## src/rtl/egbw_pkg.sv

```systemverilog
// egbw_pkg: shared types and constants of the exp-golomb bit writer
`timescale 1ns / 1ps

package egbw_pkg;

  localparam int unsigned WordW     = 32;
  localparam int unsigned IdxW      = 24;
  localparam int unsigned CmdDepth  = 2;
  localparam int unsigned ResDepth  = 2;
  localparam logic [IdxW-1:0] CapReset = 24'hFFFFFF;

  typedef enum logic [1:0] {
    OpRaw   = 2'd0,
    OpUe    = 2'd1,
    OpSe    = 2'd2,
    OpAlign = 2'd3
  } op_e;

  typedef struct packed {
    op_e              opcode;
    logic [WordW-1:0] value;
    logic [5:0]       bit_count;
  } in_t;

  typedef struct packed {
    logic [7:0]      out_byte;
    logic [IdxW-1:0] byte_index;
    logic            beyond_capacity;
    logic            last_of_run;
  } out_t;

  // classified request: leading zeros, then data_len bits of data from the msb
  typedef struct packed {
    logic             is_align;
    logic [4:0]       zeros;
    logic [WordW-1:0] data;
    logic [5:0]       data_len;
  } cmd_t;

endpackage

```

## src/rtl/exp_golomb_bit_writer_unit.sv

```systemverilog
// exp_golomb_bit_writer_unit: top level of the exp-golomb bitstream writer
//
//   channel   handshake            payload
//   request   push / full          item_i (in_t)
//   result    empty / pop          res_o (out_t)
//   config    cfg_valid_i / ready  cfg_data_i (capacity in bytes)
//
// a request is held in the front register, then passes through the command queue into
// the packer's current-request registers; its bytes leave through the result queue
// to the result ports
// the packer takes one step per byte position a request touches, each byte it
// completes plus the partial byte it leaves, at least one and up to 9 for a
// 63-bit code; requests within one byte position follow at one per cycle while
// the result queue is not full; a full result queue holds the packer, a full
// command queue holds the front stage and with it the request side
// reset clears the partial byte, the byte counter and all queues at once;
// capacity resets to all ones
`timescale 1ns / 1ps

module exp_golomb_bit_writer_unit import egbw_pkg::*; #(
  parameter int unsigned CmdQDepth = CmdDepth,
  parameter int unsigned ResQDepth = ResDepth
) (
  input  logic            clk_i,
  input  logic            rst_ni,
  input  logic            push,
  input  in_t             item_i,
  output logic            full,
  output logic            empty,
  input  logic            pop,
  output out_t            res_o,
  input  logic            cfg_valid_i,
  output logic            cfg_ready_o,
  input  logic [IdxW-1:0] cfg_data_i
);

  logic [IdxW-1:0] cap_q;

  cmd_t front_cmd;
  logic front_valid;
  logic cmdq_full;
  cmd_t cmdq_data;
  logic cmdq_empty;
  logic back_ready;

  out_t back_res;
  logic back_push;
  logic resq_full;

  assign cfg_ready_o = 1'b1;

  always_ff @(posedge clk_i or negedge rst_ni) begin
    if (!rst_ni) begin
      cap_q <= CapReset;
    end else if (cfg_valid_i && cfg_ready_o) begin
      cap_q <= cfg_data_i;
    end
  end

  egbw_front u_front (
    .clk_i       (clk_i),
    .rst_ni      (rst_ni),
    .push_i      (push),
    .item_i      (item_i),
    .full_o      (full),
    .cmd_o       (front_cmd),
    .cmd_valid_o (front_valid),
    .cmd_ready_i (!cmdq_full)
  );

  egbw_fifo #(
    .Width ($bits(cmd_t)),
    .Depth (CmdQDepth)
  ) u_cmd_q (
    .clk_i   (clk_i),
    .rst_ni  (rst_ni),
    .push_i  (front_valid),
    .data_i  (front_cmd),
    .full_o  (cmdq_full),
    .pop_i   (back_ready),
    .data_o  (cmdq_data),
    .empty_o (cmdq_empty)
  );

  egbw_back u_back (
    .clk_i       (clk_i),
    .rst_ni      (rst_ni),
    .cmd_i       (cmdq_data),
    .cmd_valid_i (!cmdq_empty),
    .cmd_ready_o (back_ready),
    .res_o       (back_res),
    .res_push_o  (back_push),
    .res_full_i  (resq_full),
    .cap_i       (cap_q)
  );

  egbw_fifo #(
    .Width ($bits(out_t)),
    .Depth (ResQDepth)
  ) u_res_q (
    .clk_i   (clk_i),
    .rst_ni  (rst_ni),
    .push_i  (back_push),
    .data_i  (back_res),
    .full_o  (resq_full),
    .pop_i   (pop),
    .data_o  (res_o),
    .empty_o (empty)
  );

endmodule

```

## src/rtl/egbw_fifo.sv

```systemverilog
// egbw_fifo: small register fifo used between the stages and at the result side
`timescale 1ns / 1ps

module egbw_fifo #(
  parameter int unsigned Width = 8,
  parameter int unsigned Depth = 2
) (
  input  logic             clk_i,
  input  logic             rst_ni,
  input  logic             push_i,
  input  logic [Width-1:0] data_i,
  output logic             full_o,
  input  logic             pop_i,
  output logic [Width-1:0] data_o,
  output logic             empty_o
);

  localparam int unsigned PtrW = (Depth > 1) ? $clog2(Depth) : 1;
  localparam int unsigned CntW = $clog2(Depth + 1);

  logic [Width-1:0] mem_q [Depth];
  logic [PtrW-1:0]  wr_ptr_q, wr_ptr_d;
  logic [PtrW-1:0]  rd_ptr_q, rd_ptr_d;
  logic [CntW-1:0]  count_q, count_d;
  logic             do_push, do_pop;

  assign full_o  = (count_q == CntW'(Depth));
  assign empty_o = (count_q == '0);
  assign do_push = push_i && !full_o;
  assign do_pop  = pop_i && !empty_o;
  assign data_o  = mem_q[rd_ptr_q];

  always_comb begin
    wr_ptr_d = wr_ptr_q;
    rd_ptr_d = rd_ptr_q;
    count_d  = count_q;
    if (do_push) begin
      wr_ptr_d = (wr_ptr_q == PtrW'(Depth - 1)) ? '0 : wr_ptr_q + PtrW'(1);
    end
    if (do_pop) begin
      rd_ptr_d = (rd_ptr_q == PtrW'(Depth - 1)) ? '0 : rd_ptr_q + PtrW'(1);
    end
    if (do_push && !do_pop) begin
      count_d = count_q + CntW'(1);
    end else if (do_pop && !do_push) begin
      count_d = count_q - CntW'(1);
    end
  end

  always_ff @(posedge clk_i or negedge rst_ni) begin
    if (!rst_ni) begin
      wr_ptr_q <= '0;
      rd_ptr_q <= '0;
      count_q  <= '0;
    end else begin
      wr_ptr_q <= wr_ptr_d;
      rd_ptr_q <= rd_ptr_d;
      count_q  <= count_d;
    end
  end

  always_ff @(posedge clk_i) begin
    if (do_push) begin
      mem_q[wr_ptr_q] <= data_i;
    end
  end

endmodule

```

## src/rtl/egbw_front.sv

```systemverilog
// egbw_front: accepts requests, forms the code word and classifies it
`timescale 1ns / 1ps

module egbw_front import egbw_pkg::*; (
  input  logic clk_i,
  input  logic rst_ni,
  input  logic push_i,
  input  in_t  item_i,
  output logic full_o,
  output cmd_t cmd_o,
  output logic cmd_valid_o,
  input  logic cmd_ready_i
);

  logic             a_valid_q, a_valid_d;
  op_e              a_op_q;
  logic [WordW-1:0] a_code_q;
  logic [5:0]       a_n_q;
  logic             accept;

  logic [WordW-1:0] code;
  logic [WordW-1:0] sv_sat;
  logic [WordW-1:0] mag;
  logic [5:0]       raw_n;

  logic [WordW-1:0] norm;
  logic [4:0]       clz;

  assign full_o      = a_valid_q && !cmd_ready_i;
  assign accept      = push_i && !full_o;
  assign cmd_valid_o = a_valid_q;
  assign a_valid_d   = accept ? 1'b1 : (cmd_ready_i ? 1'b0 : a_valid_q);

  // code word before the length search
  always_comb begin
    sv_sat = (item_i.value == 32'h8000_0000) ? 32'h8000_0001 : item_i.value;
    mag    = ~sv_sat + 32'd1;
    raw_n  = (item_i.bit_count > 6'd32) ? 6'd32 : item_i.bit_count;
    code   = item_i.value;
    unique case (item_i.opcode)
      OpRaw:   code = item_i.value;
      OpUe:    code = item_i.value + 32'd1;
      OpSe: begin
        // mapped + 1: 2v for positive, 2|v| + 1 for negative, 1 for zero
        if (sv_sat == '0) begin
          code = 32'd1;
        end else if (!sv_sat[31]) begin
          code = {sv_sat[30:0], 1'b0};
        end else begin
          code = {mag[30:0], 1'b1};
        end
      end
      OpAlign: code = '0;
      default: code = '0;
    endcase
  end

  always_ff @(posedge clk_i or negedge rst_ni) begin
    if (!rst_ni) begin
      a_valid_q <= 1'b0;
    end else begin
      a_valid_q <= a_valid_d;
    end
  end

  always_ff @(posedge clk_i) begin
    if (accept) begin
      a_op_q   <= item_i.opcode;
      a_code_q <= code;
      a_n_q    <= raw_n;
    end
  end

  // binary search normalize: leaves the leading one in the msb
  always_comb begin
    norm = a_code_q;
    clz  = '0;
    if (norm[31:16] == '0) begin
      norm   = norm << 16;
      clz[4] = 1'b1;
    end
    if (norm[31:24] == '0) begin
      norm   = norm << 8;
      clz[3] = 1'b1;
    end
    if (norm[31:28] == '0) begin
      norm   = norm << 4;
      clz[2] = 1'b1;
    end
    if (norm[31:30] == '0) begin
      norm   = norm << 2;
      clz[1] = 1'b1;
    end
    if (!norm[31]) begin
      norm   = norm << 1;
      clz[0] = 1'b1;
    end
  end

  always_comb begin
    cmd_o = '0;
    unique case (a_op_q)
      OpRaw: begin
        cmd_o.data     = a_code_q << (6'd32 - a_n_q);
        cmd_o.data_len = a_n_q;
      end
      OpUe, OpSe: begin
        // zero code (wrapped all-ones) writes nothing
        if (norm[31]) begin
          cmd_o.zeros    = ~clz;
          cmd_o.data     = norm;
          cmd_o.data_len = 6'd32 - {1'b0, clz};
        end
      end
      OpAlign: cmd_o.is_align = 1'b1;
      default: cmd_o = '0;
    endcase
  end

endmodule

```

## src/rtl/egbw_back.sv

```systemverilog
// egbw_back: packs classified requests into bytes, at most one byte per cycle while the result queue is not full
`timescale 1ns / 1ps

module egbw_back import egbw_pkg::*; (
  input  logic            clk_i,
  input  logic            rst_ni,
  input  cmd_t            cmd_i,
  input  logic            cmd_valid_i,
  output logic            cmd_ready_o,
  output out_t            res_o,
  output logic            res_push_o,
  input  logic            res_full_i,
  input  logic [IdxW-1:0] cap_i
);

  logic             cur_valid_q, cur_valid_d;
  logic             cur_align_q, cur_align_d;
  logic [4:0]       rz_q, rz_d;
  logic [WordW-1:0] dsr_q, dsr_d;
  logic [5:0]       rn_q, rn_d;
  logic [7:0]       partial_q, partial_d;
  logic [2:0]       filled_q, filled_d;
  logic [IdxW-1:0]  idx_q, idx_d;

  logic [5:0] avail;
  logic [3:0] free;
  logic [3:0] k;
  logic [7:0] chunk;
  logic [7:0] topk;
  logic [7:0] merged;
  logic [3:0] fill_sum;
  logic [5:0] rest;
  logic [3:0] dn;
  logic       step;
  logic       emit;
  logic       done;

  assign avail    = {1'b0, rz_q} + rn_q;
  assign free     = 4'd8 - {1'b0, filled_q};
  assign k        = ({2'b0, free} > avail) ? avail[3:0] : free;
  assign chunk    = (rz_q >= 5'd8) ? 8'h00 : (dsr_q[31:24] >> rz_q[2:0]);
  assign topk     = chunk & ~(8'hFF >> k);
  assign merged   = partial_q | (topk >> filled_q);
  assign fill_sum = {1'b0, filled_q} + k;
  assign rest     = avail - {2'b0, k};
  assign dn       = k - rz_q[3:0];

  assign step = cur_valid_q && !res_full_i;
  assign emit = step && (cur_align_q ? (filled_q != '0) : (fill_sum == 4'd8));
  assign done = step && (cur_align_q || (rest == '0));

  assign cmd_ready_o = !cur_valid_q || done;
  assign res_push_o  = emit;

  always_comb begin
    res_o.out_byte        = cur_align_q ? partial_q : merged;
    res_o.byte_index      = idx_q;
    res_o.beyond_capacity = (idx_q >= cap_i);
    // nothing more of this request can fill a whole byte
    res_o.last_of_run     = cur_align_q || (rest < 6'd8);
  end

  always_comb begin
    cur_valid_d = cur_valid_q;
    cur_align_d = cur_align_q;
    rz_d        = rz_q;
    dsr_d       = dsr_q;
    rn_d        = rn_q;
    partial_d   = partial_q;
    filled_d    = filled_q;
    idx_d       = idx_q;

    if (step) begin
      if (cur_align_q || fill_sum == 4'd8) begin
        partial_d = '0;
        filled_d  = '0;
      end else begin
        partial_d = merged;
        filled_d  = fill_sum[2:0];
      end
      if (rz_q >= {1'b0, k}) begin
        rz_d = rz_q - {1'b0, k};
      end else begin
        rz_d  = '0;
        dsr_d = dsr_q << dn;
        rn_d  = rn_q - {2'b0, dn};
      end
      if (done) begin
        cur_valid_d = 1'b0;
      end
    end
    if (emit) begin
      idx_d = idx_q + IdxW'(1);
    end
    if (cmd_valid_i && cmd_ready_o) begin
      cur_valid_d = 1'b1;
      cur_align_d = cmd_i.is_align;
      rz_d        = cmd_i.zeros;
      dsr_d       = cmd_i.data;
      rn_d        = cmd_i.data_len;
    end
  end

  always_ff @(posedge clk_i or negedge rst_ni) begin
    if (!rst_ni) begin
      cur_valid_q <= 1'b0;
      partial_q   <= '0;
      filled_q    <= '0;
      idx_q       <= '0;
    end else begin
      cur_valid_q <= cur_valid_d;
      partial_q   <= partial_d;
      filled_q    <= filled_d;
      idx_q       <= idx_d;
    end
  end

  always_ff @(posedge clk_i) begin
    cur_align_q <= cur_align_d;
    rz_q        <= rz_d;
    dsr_q       <= dsr_d;
    rn_q        <= rn_d;
  end

endmodule

```

## config.mk

```make
export PLATFORM = sky130hd
export DESIGN_NAME = exp_golomb_bit_writer_unit
export DESIGN_NICKNAME = d
export VERILOG_FILES = /design/src/rtl/egbw_pkg.sv /design/src/rtl/exp_golomb_bit_writer_unit.sv /design/src/rtl/egbw_fifo.sv /design/src/rtl/egbw_front.sv /design/src/rtl/egbw_back.sv
export SDC_FILE = /design/constraint.sdc
export NUM_CORES = 1
export LEC_CHECK = 0
export BUFFER_PORTS_ARGS = -buffer_cell sky130_fd_sc_hd__buf_2
export CAP_MARGIN = 15
export CORE_UTILIZATION = 50
export DETAILED_ROUTE_END_ITERATION = 8
export PLACE_DENSITY = 0.67
export SYNTH_ARGS = -nofsm -noshare
export SYNTH_HDL_FRONTEND = slang
export SYNTH_SLANG_ARGS = --single-unit
```

## constraint.sdc

```tcl
create_clock -name clk_i -period 8.2 [get_ports clk_i]
set_input_delay 2.46 -clock clk_i [delete_from_list [all_inputs] [get_ports clk_i]]
set_output_delay 2.46 -clock clk_i [all_outputs]
set_load 0.03 [all_outputs]
```

==> flow_summary.ini <==
[setup_path]
arrival_ns = 7.14
setup.worst_path.start_class = flip-flop
path_cells = inv_1 > fa_1 > xnor2_1 > inv_1 > ha_1 > nand4b_1 > and3_1 > or2_2 > a31oi_4 > nor2_1 > a21o_1 > ha_1 > fa_1 > xor2_1 > or3_1 > nor3_1 > mux2i_1 > nand3_1 > a22oi_1 > buf_4 > nor2_4
worstSetupPathType = flip-flop to flip-flop
reg2reg_depth = 21
r2r_start = u_back.rz_q[1]
r2r_end = u_res_q.mem_q[0][12]
crit_fanout = 34
slowest_stage = nor2_4
endpoint = u_res_q.mem_q[0][12]
rrSetupSlack_ns = 1.22
crit_path_end_kind = flip-flop
crit_start = u_back.rz_q[1]
worstPathRequired_ns = 8.37
critPathMaxStageDelay_ns = 0.82

[global_routing]
grt_pass1_vias = 15700
gr-total-overflow = 0
grt_max_degree = 70
grt_util_met3 = 0.0386
antenna_found_initial = 0
grt_first_pass_wirelength_mm = 89.1
met2_usage = 0.464
grt_use_met1 = 0.336
grt_usage = 0.271
grt_most_used_layer = met2

[clock_network]
cts.repair.resized = 0
clk_path_buf_depth = 3
cts_tree = yes
clk_pin_slew_worst_paths_ns = 0.07
cts_buffers = 36
h-tree-depth = 2
cts_hold_buf = 0
cts_setup_buffers = 0
clock_latency_ns = 0.56
cts_root_buffer = clkbuf_16
cts.sinks = 309

[synthesis]
ys_ff_latch = 309
syn-cell-area_sq_um = 20900
syn_avg_cell_area_sq_um = 9.81
synth_edf_count = 240
ys_seq_area_frac = 0.429
netlist-cell-type-count = 94
async_flop_share = 0.223
ys_warn_count = 0
synthCells = 2129
ys.flop_type = edfxtp_1
syn_nets = 2262

[sta]
rsz0062_at_grt = false
fin_crit_sh = 0.851
hold_violations = 0
slew-limit-headroom = 0.235
min_period_ns = 6.98
drv_slew = 0
finClkSkew_ns = 0.0191
max_slew.worst_pin.slew_ns = 1.15
setup_violations = 0
setup_tns_ns = 0
fmax_ghz = 0.143

[layout]
mostFrequentLayoutCell = nand2_1
final_nets = 2266
n_fill_cell = 3572
regArea_sq_um = 8960
final_cell_mix = nand2_1, edfxtp_1, nor2_1, o21ai_0
multi_input_area_sq_um = 11000
area_growth_pct = 8.99
drive_above_1_share = 0.166
antenna_cells = 0

[routing]
first_pass_iters = 9
drc = 16
routed_via_density = 6.18
wl_mm = 57.7
vias = 16700
drt-initial-drc-count = 1631
wl_per_cell_microns = 21.4
ant_nets = 0

[die]
core_area_sq_um = 41000
die-area_sq_um = 42600
ios = 106
die_w_microns = 206
rows = 74
start_util = 0.509
die-height_microns = 206

[outcome]
violations = DRC
outcome = finished, violations left

[place]
numPortBuffers = 104
place_congestion = 0.978
dp_hpwl_mm = 41.9

[hold_path]
min_path_cells = 2
hold_class = flip-flop to flip-flop

[job]
drv_cap = 0
-- stage by stage --
step / cell area [sq um] / instances / setup WS (ns) / hold WS (ns) / utilization
floorplan: 20900 / 2129 / 1.37 / 0.450 / -
global placement: 21600 / 2627 / 1.44 / 0.472 / 0.528
detailed placement: 21600 / 2627 / 1.30 / 0.485 / 0.528
CTS: 22800 / 2693 / 1.28 / 0.502 / 0.555
global route: 22800 / 2693 / 0.764 / 0.513 / 0.555
finish: 22800 / 2693 / 1.22 / 0.499 / 0.555
-- routing by layer --
metal | part of all wire | vias to the layer above
li1 | - | 7912
met1 | 0.41 | 7939
met2 | 0.49 | 641
met3 | 0.055 | 160
met4 | 0.046 | 0
met5 | 0 | -
-- synthesized netlist by cell type, drive strengths merged (5+ instances only) --
cell type | instances | share of area
a21o | 24 | 0.0087
nand3b | 11 | 0.0040
a32oi | 14 | 0.0059
o31ai | 12 | 0.0050
a31oi | 12 | 0.0043
mux2 | 88 | 0.047
a32o | 5 | 0.0024
o21a | 10 | 0.0036
o221ai | 11 | 0.0046
a211oi | 40 | 0.014
or2 | 5 | 0.0015
nand2b | 12 | 0.0036
nand4 | 26 | 0.0078
and2 | 15 | 0.0045
or3 | 9 | 0.0027
o21ai | 149 | 0.037
nand2 | 244 | 0.044
a221o | 9 | 0.0043
buf | 43 | 0.011
o22ai | 25 | 0.0075
nor2b | 20 | 0.0060
o211ai | 11 | 0.0040
xnor2 | 34 | 0.014
dfrtp | 45 | 0.054
mux4 | 20 | 0.022
dfstp | 24 | 0.030
and3 | 15 | 0.0045
a22oi | 22 | 0.0081
ha | 60 | 0.036
nor3 | 46 | 0.011
or4 | 12 | 0.0045
edfxtp | 240 | 0.34
a21oi | 121 | 0.030
nand3 | 41 | 0.010
clkbuf | 116 | 0.021
a31o | 12 | 0.0050
xor2 | 60 | 0.025
nor4 | 22 | 0.0093
inv | 88 | 0.016
mux2i | 118 | 0.057
nor2 | 154 | 0.028
and4 | 8 | 0.0034
o41ai | 6 | 0.0025
a22o | 6 | 0.0025
-- critical path: cells and delay by family (launching register included) --
kind	cells	cell delay, ns
fa+ha+maj	4	1.48
buf+inv	3	0.70
compound gates	3	0.71
flops	1	0.77
simple gates	8	2.17
mux	1	0.09
xor+xnor	2	0.63
-- state kept, by name, indices dropped and copies added (netlist names), 3 cells and up --
signal	flops
u_back.dsr_q	32
u_back.rz_q	5
u_front.a_code_q	32
u_back.partial_q	8
u_back.filled_q	3
u_cmd_q.mem_q	88
u_back.idx_q	24
u_back.rn_q	6
u_front.a_n_q	6
cap_q	24
u_res_q.mem_q	68
-- area by class of cell --
cell class	instances	area share
flip-flops and latches	309	0.394
repair buffers	125	0.0299
well taps	532	0.0292
clock inverters	17	0.00681
clock buffers	49	0.0430
inverters	91	0.0150
multi-input cells	1570	0.482
-- how the worst min path moves through the flow --
stage / startpoint / to / slack [ns]
after detailed placement: u_back.partial_q[1] / u_back.partial_q[1] / 0.49
after CTS: u_back.partial_q[1] / u_back.partial_q[1] / 0.50
after global placement: u_back.partial_q[1] / u_back.partial_q[1] / 0.47
after floorplan: u_back.partial_q[1] / u_back.partial_q[1] / 0.45
after global routing: u_back.partial_q[1] / u_back.partial_q[1] / 0.51
final: u_back.partial_q[1] / u_back.partial_q[1] / 0.50
-- cells by family after synthesis --
group                    count (synthesis)  synth area share
AND/OR/NAND/NOR                        649             0.148
AO/OA/AOI/OAI                          535             0.169
flip-flops                             309             0.429
buffers and inverters                  250            0.0479
multiplexers                           226             0.126
XOR/XNOR                                94            0.0394
adder cells (fa/ha/maj)                 65            0.0402
other                                    1          0.000179
Power is not shown: default switching activity piles up to over one toggle a cycle in this logic, so the estimate is an artifact.
